File: config.mk
export PLATFORM = sky130hd
export DESIGN_NAME = linear_resampler_flat
export DESIGN_NICKNAME = d
export VERILOG_FILES = /design/src/design/lrs_pkg.sv /design/src/design/lrs_if.sv /design/src/design/linear_resampler.sv /design/src/design/lrs_blend.sv /design/src/flat_wrapper.sv
export SDC_FILE = /design/constraint.sdc
export NUM_CORES = 1
export LEC_CHECK = 0
export BUFFER_PORTS_ARGS = -buffer_cell sky130_fd_sc_hd__buf_4
export CORE_MARGIN = 3
export CORE_UTILIZATION = 50
export CTS_CLUSTER_SIZE = 25
export DETAILED_ROUTE_END_ITERATION = 10
export GPL_TIMING_DRIVEN = 0
export HOLD_SLACK_MARGIN = 0.1
export PLACE_DENSITY = 0.69
export SLEW_MARGIN = 20
export SYNTH_ARGS = -nofsm -noshare
export SYNTH_HDL_FRONTEND = slang
export SYNTH_SLANG_ARGS = --single-unit
File: constraint.sdc
create_clock -name clk -period 15.36 [get_ports clk]
set_input_delay 0.768 -clock clk [delete_from_list [all_inputs] [get_ports clk]]
set_output_delay 0.768 -clock clk [all_outputs]
set_load 0.005 [all_outputs]
File: src/design/lrs_pkg.sv
// Shared types and constants of the linear resampler.
package lrs_pkg;

  localparam int SampleW  = 16;
  localparam int LenW     = 13;
  localparam int IndexW   = 12;
  localparam int StepW    = 27;
  localparam int PhaseW   = 28;
  localparam int FracW    = 16;
  localparam int CfgIdxW  = 2;
  localparam int CfgDataW = 27;
  localparam int ResultsCap = 64;
  localparam int CountW   = $clog2(ResultsCap) + 1;

  localparam logic [CfgIdxW-1:0] CFG_IN_LENGTH  = 2'd0;
  localparam logic [CfgIdxW-1:0] CFG_OUT_LENGTH = 2'd1;
  localparam logic [CfgIdxW-1:0] CFG_STEP       = 2'd2;

  localparam logic [PhaseW-1:0] PhaseMax = {PhaseW{1'b1}};

  typedef enum logic [1:0] {
    ST_IDLE,
    ST_EVAL,
    ST_EMIT
  } state_t;

  // Operands handed to the blend unit for one result.
  typedef struct packed {
    logic [SampleW-1:0] prev;
    logic [SampleW-1:0] cur;
    logic [FracW-1:0]   frac;
    logic               pass;
  } blend_req_t;

endpackage

File: src/design/lrs_if.sv
// Stream interfaces for the source samples and the resampled results.
interface lrs_in_if
  import lrs_pkg::*;
  ();
  logic               valid;
  logic               ready;
  logic [SampleW-1:0] sample;

  modport source (output valid, output sample, input ready);
  modport sink   (input valid, input sample, output ready);
  modport mon    (input valid, input sample, input ready);
endinterface

interface lrs_out_if
  import lrs_pkg::*;
  ();
  logic               valid;
  logic               ready;
  logic [SampleW-1:0] value;
  logic [IndexW-1:0]  out_index;
  logic               run_last;
  logic               table_done;

  modport source (output valid, output value, output out_index, output run_last,
                  output table_done, input ready);
  modport sink   (input valid, input value, input out_index, input run_last,
                  input table_done, output ready);
  modport mon    (input valid, input value, input out_index, input run_last,
                  input table_done, input ready);
endinterface

File: src/design/linear_resampler.sv
// Top level of the streaming linear-interpolation resampler.
//
// Source samples arrive on in_s, one table of in_length samples after
// another; the interpolated table of out_length values leaves on out_s,
// each result carrying its index, a run_last flag on the final result of
// the request and table_done on the final value of the table.
// Lengths and the Q11.16 step are written through the cfg_ port; the user must
// write them only while the block is idle, which the block itself does not
// enforce, and the step should equal in_length/out_length.
// The next request is taken in the cycle after the last result of the current
// one is loaded into the output register. A single shared multiplier under a
// small sequencer produces the blended values, one result at a time. A
// table's final sample flushes the remaining results, at most 64 per request.
// Reset restores the default lengths and step and clears the counters, so
// a new table starts. When the receiver stalls, the result stays in the
// output register and the sequencer holds the next one until the register is free.
module linear_resampler
  import lrs_pkg::*;
#(
  parameter int MAX_LENGTH = 4096
) (
  input  logic                clk,
  input  logic                rst_n,
  input  logic                cfg_wr_en,
  input  logic [CfgIdxW-1:0]  cfg_index,
  input  logic [CfgDataW-1:0] cfg_wdata,
  lrs_in_if.sink              in_s,
  lrs_out_if.source           out_s
);

  localparam logic [LenW+3:0] MaxLen = (LenW+4)'(MAX_LENGTH);

  state_t state_r, state_nxt;

  logic [LenW-1:0]    in_length_r, out_length_r;
  logic [StepW-1:0]   step_r;
  logic [LenW-1:0]    ilen, olen, last_in;
  logic [SampleW-1:0] cur_r, prev_r;
  logic [IndexW-1:0]  ic_r;
  logic [LenW-1:0]    oc_r;
  logic [PhaseW-1:0]  phase_r;
  logic [PhaseW:0]    phase_sum;
  logic [CountW-1:0]  n_r;
  logic               final_r;
  logic [IndexW-1:0]  idx_r;

  logic               more, out_free, accept, issue, finish, emit;
  blend_req_t         breq;
  logic [SampleW-1:0] blend_value;

  logic               out_valid_r, out_run_last_r, out_table_done_r;
  logic [SampleW-1:0] out_value_r;
  logic [IndexW-1:0]  out_index_r;

  assign ilen = ({4'b0, in_length_r} > MaxLen) ? MaxLen[LenW-1:0] : in_length_r;
  assign olen = ({4'b0, out_length_r} > MaxLen) ? MaxLen[LenW-1:0] : out_length_r;
  assign last_in = (ilen > LenW'(1)) ? ilen - LenW'(1) : '0;

  // Another result is due while below the cap and out_length, and either its
  // position lies behind the current sample or this is the table's final sample.
  assign more = !n_r[CountW-1] && (oc_r < olen) &&
                ((phase_r[PhaseW-1:FracW] < ic_r) || final_r);
  assign out_free = !out_valid_r || out_s.ready;
  assign phase_sum = {1'b0, phase_r} + (PhaseW+1)'(step_r);

  always_comb begin
    state_nxt = state_r;
    case (state_r)
      ST_IDLE: if (in_s.valid) state_nxt = ST_EVAL;
      ST_EVAL: state_nxt = more ? ST_EMIT : ST_IDLE;
      ST_EMIT: if (out_free) state_nxt = more ? ST_EVAL : ST_IDLE;
      default: state_nxt = ST_IDLE;
    endcase
  end

  always_comb begin
    accept = 1'b0;
    issue  = 1'b0;
    finish = 1'b0;
    emit   = 1'b0;
    case (state_r)
      ST_IDLE: accept = in_s.valid;
      ST_EVAL: begin
        issue  = more;
        finish = !more;
      end
      ST_EMIT: begin
        emit   = out_free;
        finish = out_free && !more;
      end
      default: ;
    endcase
  end

  assign in_s.ready = (state_r == ST_IDLE);

  assign breq.prev = prev_r;
  assign breq.cur  = cur_r;
  assign breq.frac = phase_r[FracW-1:0];
  assign breq.pass = !(phase_r[PhaseW-1:FracW] < ic_r);

  lrs_blend u_blend (
    .clk   (clk),
    .issue (issue),
    .req   (breq),
    .value (blend_value)
  );

  always_ff @(posedge clk) begin
    if (!rst_n) begin
      in_length_r  <= LenW'(256);
      out_length_r <= LenW'(256);
      step_r       <= StepW'(65536);
    end else if (cfg_wr_en) begin
      case (cfg_index)
        CFG_IN_LENGTH:  in_length_r  <= cfg_wdata[LenW-1:0];
        CFG_OUT_LENGTH: out_length_r <= cfg_wdata[LenW-1:0];
        CFG_STEP:       step_r       <= cfg_wdata[StepW-1:0];
        default: ;
      endcase
    end
  end

  always_ff @(posedge clk) begin
    if (!rst_n) begin
      state_r <= ST_IDLE;
      prev_r  <= '0;
      ic_r    <= '0;
      oc_r    <= '0;
      phase_r <= '0;
      n_r     <= '0;
      final_r <= 1'b0;
    end else begin
      state_r <= state_nxt;
      if (accept) begin
        cur_r   <= in_s.sample;
        n_r     <= '0;
        final_r <= ({1'b0, ic_r} >= last_in);
      end
      if (issue) begin
        idx_r   <= oc_r[IndexW-1:0];
        oc_r    <= oc_r + LenW'(1);
        n_r     <= n_r + CountW'(1);
        phase_r <= phase_sum[PhaseW] ? PhaseMax : phase_sum[PhaseW-1:0];
      end
      if (finish) begin
        prev_r <= cur_r;
        if (final_r) begin
          ic_r    <= '0;
          oc_r    <= '0;
          phase_r <= '0;
        end else begin
          ic_r <= ic_r + IndexW'(1);
        end
      end
    end
  end

  always_ff @(posedge clk) begin
    if (!rst_n) begin
      out_valid_r <= 1'b0;
    end else if (emit) begin
      out_valid_r <= 1'b1;
    end else if (out_s.ready) begin
      out_valid_r <= 1'b0;
    end
  end

  always_ff @(posedge clk) begin
    if (emit) begin
      out_value_r      <= blend_value;
      out_index_r      <= idx_r;
      out_run_last_r   <= !more;
      out_table_done_r <= (oc_r == olen);
    end
  end

  assign out_s.valid      = out_valid_r;
  assign out_s.value      = out_value_r;
  assign out_s.out_index  = out_index_r;
  assign out_s.run_last   = out_run_last_r;
  assign out_s.table_done = out_table_done_r;

endmodule

File: src/design/lrs_blend.sv
// Shared blend unit: one signed multiply, registered, then the rounding add.
module lrs_blend
  import lrs_pkg::*;
(
  input  logic               clk,
  input  logic               issue,
  input  blend_req_t         req,
  output logic [SampleW-1:0] value
);

  logic signed [SampleW:0]     diff;
  logic signed [SampleW:0]     frac_s;
  logic signed [2*SampleW+1:0] prod_r;
  logic signed [2*SampleW+1:0] sum;
  logic [SampleW-1:0]          base_r;
  logic [SampleW-1:0]          cur_r;
  logic                        pass_r;

  // prev*(1-f) + cur*f is rewritten as prev + (cur-prev)*f, one product.
  assign diff   = $signed({1'b0, req.cur}) - $signed({1'b0, req.prev});
  assign frac_s = $signed({1'b0, req.frac});

  always_ff @(posedge clk) begin
    if (issue) begin
      prod_r <= diff * frac_s;
      base_r <= req.prev;
      cur_r  <= req.cur;
      pass_r <= req.pass;
    end
  end

  assign sum   = $signed({2'b00, base_r, 16'h8000}) + prod_r;
  assign value = pass_r ? cur_r : sum[2*SampleW-1:SampleW];

endmodule

File: src/flat_wrapper.sv
// flat-port wrapper written by rule: the top's interface ports become plain ports
module linear_resampler_flat import lrs_pkg::*;
#(
  parameter int MAX_LENGTH = 4096
)
  (clk, rst_n, cfg_wr_en, cfg_index, cfg_wdata, in_s_valid, in_s_sample, in_s_ready, out_s_valid, out_s_value, out_s_out_index, out_s_run_last, out_s_table_done, out_s_ready);
  lrs_in_if in_s_i ();
  lrs_out_if out_s_i ();
  input  logic clk;
  input  logic rst_n;
  input  logic cfg_wr_en;
  input  logic [CfgIdxW-1:0] cfg_index;
  input  logic [CfgDataW-1:0] cfg_wdata;
  input wire logic [$bits(in_s_i.valid)-1:0] in_s_valid;
  input wire logic [$bits(in_s_i.sample)-1:0] in_s_sample;
  output wire logic [$bits(in_s_i.ready)-1:0] in_s_ready;
  output wire logic [$bits(out_s_i.valid)-1:0] out_s_valid;
  output wire logic [$bits(out_s_i.value)-1:0] out_s_value;
  output wire logic [$bits(out_s_i.out_index)-1:0] out_s_out_index;
  output wire logic [$bits(out_s_i.run_last)-1:0] out_s_run_last;
  output wire logic [$bits(out_s_i.table_done)-1:0] out_s_table_done;
  input wire logic [$bits(out_s_i.ready)-1:0] out_s_ready;
  assign in_s_i.valid = in_s_valid;
  assign in_s_i.sample = in_s_sample;
  assign in_s_ready = in_s_i.ready;
  assign out_s_valid = out_s_i.valid;
  assign out_s_value = out_s_i.value;
  assign out_s_out_index = out_s_i.out_index;
  assign out_s_run_last = out_s_i.run_last;
  assign out_s_table_done = out_s_i.table_done;
  assign out_s_i.ready = out_s_ready;
  linear_resampler #(.MAX_LENGTH(MAX_LENGTH)) u_core (.clk(clk), .rst_n(rst_n), .cfg_wr_en(cfg_wr_en), .cfg_index(cfg_index), .cfg_wdata(cfg_wdata), .in_s(in_s_i), .out_s(out_s_i));
endmodule
== After elaboration in Yosys (flattened, before gate mapping) ==
Index checks and enable logic that the tools add are counted.

* Register bits after elaboration: 256
* Latch bits: 0
* Memory bits (writable): 0
* Bits in read-only memories: 0
* Output and inout bits: 32
* Word-level logic and storage cells: 86
* Memories: 0

* Add/subtract/negate cells: 7
* $mul: 1
* Divide/modulo/power cells: 0
* Magnitude comparators: 6
* Equal/unequal tests: 7
* Shift-type cells: 0
* Mux-type cells: 25
* Bitwise logic cells: 0
* Reductions and logical operators: 19

{| class="wikitable"
|+ Operators by type and width
! operator !! count
|-
| 28-bit two-way mux || 4
|-
| 13-bit two-way mux || 6
|-
| 32-bit adder || 1
|-
| 17-bit by 17-bit multiplier with 32-bit output || 1
|-
| 28-bit by 27-bit adder with 29-bit output || 1
|-
| 13-bit > comparator, second input constant || 2
|-
| 16-bit by 16-bit subtractor with 17-bit output || 1
|-
| 16-bit two-way mux || 1
|-
| 7-bit two-way mux || 2
|-
| 13-bit by 1-bit adder with 13-bit output, second input constant || 1
|-
| 13-bit == test || 1
|-
| 12-bit by 13-bit >= comparator with 1-bit output || 1
|-
| 13-bit by 1-bit > comparator with 1-bit output, second input constant || 1
|-
| 13-bit less-than comparator || 1
|-
| 13-bit by 1-bit subtractor with 13-bit output, second input constant || 1
|-
| 12-bit by 1-bit adder with 12-bit output, second input constant || 1
|-
| 12-bit less-than comparator || 1
|-
| 12-bit two-way mux || 1
|-
| 2-bit AND reduction || 6
|-
| 7-bit by 1-bit adder with 7-bit output, second input constant || 1
|-
| 1-bit two-way mux || 6
|-
| 2-bit two-way mux || 3
|-
| 2-bit case mux with 3 select lines || 1
|-
| 2-bit by 1-bit == test with 1-bit output, second input constant || 2
|-
| other kinds (9) || 18
|}

== Logic depth before layout (Yosys ltp) ==
* Depth in word-level cells: 9
* Depth in mapped cells: 32

== Cells and area by module ==
From an unflattened synthesis, not the netlist that was laid out.

* Cell total of the unflattened synthesis: 2,512
* Area total of the unflattened synthesis: 22,992.1 µm²

{| class="wikitable"
|+ Modules (own cells, without submodules)
! module !! instances !! cells each !! area each (µm²) !! seq. area each (µm²)
|-
| lrs_blend || 1 || 1,502 || 13,505.5 || 1,501.4
|-
| linear_resampler || 1 || 1,010 || 9,486.6 || 4,404.2
|}

== Least setup slack after synthesis ==
No wires, ideal clock.

* Path kind: register -> register
* Start: register u_core.cur_r[5]
* End: register u_core.u_blend.prod_r[31], data pin
* Library setup time: 0.260 ns
* Arrival time: 7.514 ns
* Required time: 15.100 ns
* Path slack: 7.586 ns
* Stages on the path, launching flop included: 29
* Buffers on the path: 1
* Cells stage by stage: edfxtp_1 -> ha_1 -> or3_1 -> o21ai_0 -> a211oi_1 -> o31ai_1 -> or4b_1 -> o211ai_1 -> buf_4 -> nand2_1 -> fa_1 -> fa_1 -> fa_1 -> inv_1 -> fa_1 -> fa_1 -> inv_1 -> fa_1 -> inv_1 -> ha_1 -> o21a_1 -> o21ai_0 -> a211oi_1 -> o22a_1 -> o311ai_2 -> a21boi_1 -> a311o_1 -> a31oi_1 -> xnor2_1

* Longest elaborated chain between the ends: 2

{| class="wikitable"
|+ Ends and longest elaborated chain
! element !! RTL line !! RTL
|-
| start: declaration || linear_resampler.sv:38 || <nowiki>logic [SampleW-1:0] cur_r, prev_r;</nowiki>
|-
| start signal: assignment || linear_resampler.sv:136 || <nowiki>cur_r <= in_s.sample;</nowiki>
|-
| 16-bit by 16-bit subtractor with 17-bit output || lrs_blend.sv:20 || <nowiki>assign diff = $signed({1'b0, req.cur}) - $signed({1'b0, req.prev});</nowiki>
|-
| 17-bit by 17-bit multiplier with 32-bit output || lrs_blend.sv:25 || <nowiki>prod_r <= diff * frac_s;</nowiki>
|-
| end signal: assignment || lrs_blend.sv:25 ||
|-
| end: declaration || lrs_blend.sv:13 || <nowiki>logic signed [2*SampleW+1:0] prod_r;</nowiki>
|}

No other way between the ends.
A chain may end at the register's enable or synchronous reset.

== Final worst setup path ==
* Start: register u_core.cur_r[0]
* End: register u_core.u_blend.prod_r[31], data pin

Same word-level chain as after synthesis.

==> results.txt <==
vias in the first global route - 17,300
Mapped Area - 0.0220 sq mm
worst hold path type - input pin to flip-flop
Iteration-0 DRC Markers - 1,034
die width - 216 um
multi-input logic area - 0.0144 sq mm
fill count - 3,836
CTS tree - built
n_diodes - 0
Synth Area in Adders - 0.345
Worst setup EP type - flip-flop
TritonRoute pass-1 iters - 5
DRT antenna net count - 0
Final setup viols - 0
port buffer count - 80
Yosys top cell area share - 0.239
Critical Path End - u_core.u_blend.prod_r[31]
area grow syn2layout - 10.4%
area leader, netlist - fa_1
unrepaired setup endpoints after global routing - no
htree depth - 1
Starting Density - 0.509
MaxCap Viol Count - 0
largest family of logic cells by synthesized area - adder cells
DPL Wire Length - 43,700 um
sequential element share of the synthesized area - 0.268
Post-Route WL - 54,100 um
total number of vias - 16,700
Compound-Gate Fraction of Synth Area - 0.106
Die Footprint - 0.0466 sq mm
R2R setup slack - 6.10 ns
Clk Latency, worst-skew pair - 0.55 ns
TNS Setup - 0 ns
worst setup path class - flip-flop to flip-flop
Cell Rows - 76
Fin. Hold Viols - 0
IO Pins - 82
Post-CTS Setup Bufs - 0
dominant cells by area after synthesis - fa_1 (24%), edfxtp_1 (15%), dfxtp_1 (12%)
mux contribution to synthesized area - 0.00136
Register Area - 0.00591 sq mm
final net count - 2,981
most frequent cell after synthesis - inv_1
Worst Skew - 0.0270 ns
CTS sink count - 241
Die Y - 216 um
Slowest-stage cell, CP - xnor2_1
number of antenna violations at the first check in global routing - 0
Startpoint Class - flip-flop
count of different cell masters after synthesis - 72
Max Slew Vio Count - 0
crit-path most repeated cell - fa_1
Num CTS Buffers - 25
Slew @ Worst Pin - 0.982 ns
Post-CTS Resized - 0
first-pass GRT wire length - 88,100 um
warnings from Yosys - 0
Reg-to-Reg End - u_core.u_blend.prod_r[31]
largest net degree at the start of global routing - 32
worst path arrival time - 9.53 ns
Clk pin slew, worst setup/hold paths - 0.06 ns
Congestion Overflow GR - 0
worst-case clock buffer depth - 3
Mapped Nets - 2,869
# DRC - 0
Post-synth EDFFs - 108
Hold-fix buffers, CTS - 0
Tmin final - 9.26 ns
Core Box Area - 0.0433 sq mm
fin crit share - 0.603
worst stage delay on the critical path - 0.61 ns
syn avg cell area - 9.28 sq um
simple logic cell fraction of the synthesized area - 0.161
Overall Global Routing Usage - 0.235
routed vias/inst - 5.42
reg2reg path depth - 31
fraction of registers with async set/reset - 0
outcome - finished clean
Worst setup startpoint - u_core.cur_r[0]
CTS Root Cell - clkbuf_16
Max transition margin - 0.343
Crit Path Max Fanout - 10
Post-Synthesis Cells - 2,373
most frequent cells after synthesis - inv_1 (364), nand2_1 (348), fa_1 (263)
GP Congestion - 0.918
FMAX - 108 MHz
predominant post-synthesis flop cell - dfxtp_1
FF+latch count, synth - 241
WL/cell - 17.5 um
FF-to-FF Start - u_core.cur_r[0]
CP required - 15.63 ns
share of layout cells above drive strength 1 - 0.0611
Synth Area in XOR/XNOR - 0.0402
## through the flow
stage / hold slack (ns) / std cells / util / cell area, sq um / worst slack (ns)
after global routing: 0.393 / 3088 / 0.562 / 24300 / 5.66
after detailed placement: 0.405 / 3043 / 0.542 / 23500 / 6.17
final: 0.417 / 3088 / 0.562 / 24300 / 6.10
after global placement: 0.404 / 3038 / 0.540 / 23300 / 6.25
after floorplan: 0.400 / 2373 / - / 22000 / 7.59
after CTS: 0.396 / 3088 / 0.562 / 24300 / 6.12
## flip-flops by register name, summed over array words and instances (netlist names), 2 cells and up
register,count
u_core.u_blend.prod_r,17
u_core.idx_r,12
u_core.u_blend.base_r,16
u_core.out_s.out_index,12
u_core.prev_r,16
u_core.state_r,2
u_core.oc_r,13
u_core.n_r,7
u_core.cur_r,16
u_core.ic_r,12
u_core.u_blend.cur_r,16
u_core.phase_r,28
u_core.in_length_r,13
u_core.out_s.value,16
u_core.step_r,27
u_core.out_length_r,13
## area by class of cell
type | count | share of cell area
repair buffers | 85 | 0.0286
clock buffers | 37 | 0.0289
clock inverters | 8 | 0.00602
flip-flops and latches | 241 | 0.243
plain buffers | 85 | 0.0139
multi-input cells | 1681 | 0.593
well taps | 585 | 0.0301
inverters | 366 | 0.0565
## worst min-delay path by stage
stage / cells after the start / end / slack [ns] / from
finish: 1 / u_core.cur_r[7] / 0.42 / in_s_sample[7]
floorplan: 0 / u_core.out_s.out_index[0] / 0.40 / u_core.idx_r[0]
CTS: 1 / u_core.cur_r[7] / 0.40 / in_s_sample[7]
global placement: 0 / u_core.out_s.out_index[0] / 0.40 / u_core.idx_r[0]
detailed placement: 0 / u_core.out_s.out_index[5] / 0.40 / u_core.idx_r[5]
global route: 1 / u_core.cur_r[7] / 0.39 / in_s_sample[7]
## layer usage
layer  track usage  vias to the layer above  routed length [um]
met1         0.303                     8237               22600
met2         0.404                      498               26400
met5             0                        -                   0
met3        0.0404                      109                3410
li1              -                     7881                   -
met4        0.0740                        0                1670
## worst max-delay path: cells and delay by family, from the launching register on
family / cells / cell delay, ns
compound gates: 11 / 2.59
fa+ha+maj: 9 / 3.84
xor+xnor: 2 / 0.69
flops: 1 / 0.39
simple gates: 3 / 0.62
buf+inv: 6 / 0.85
## cell families after synthesis
logic type,count (synthesis)
XOR/XNOR,101
AO/OA/AOI/OAI,374
AND/OR/NAND/NOR,753
multiplexers,3
flip-flops,241
buffers and inverters,451
adder cells (fa/ha/maj),450
## cells in the final DEF, fill, tap and decap left out, types with 37 or more instances in the layout
cell type / n
a21oi_1: 149
and2_1: 123
buf_4: 84
clkbuf_1: 81
dfxtp_1: 133
edfxtp_1: 108
fa_1: 263
ha_1: 183
inv_1: 364
nand2_1: 348
nor2_1: 101
nor2b_1: 37
o21ai_0: 89
xnor2_1: 61
xor2_1: 40
Power is not shown: default switching activity piles up to over one toggle a cycle in this logic, so the estimate is an artifact.
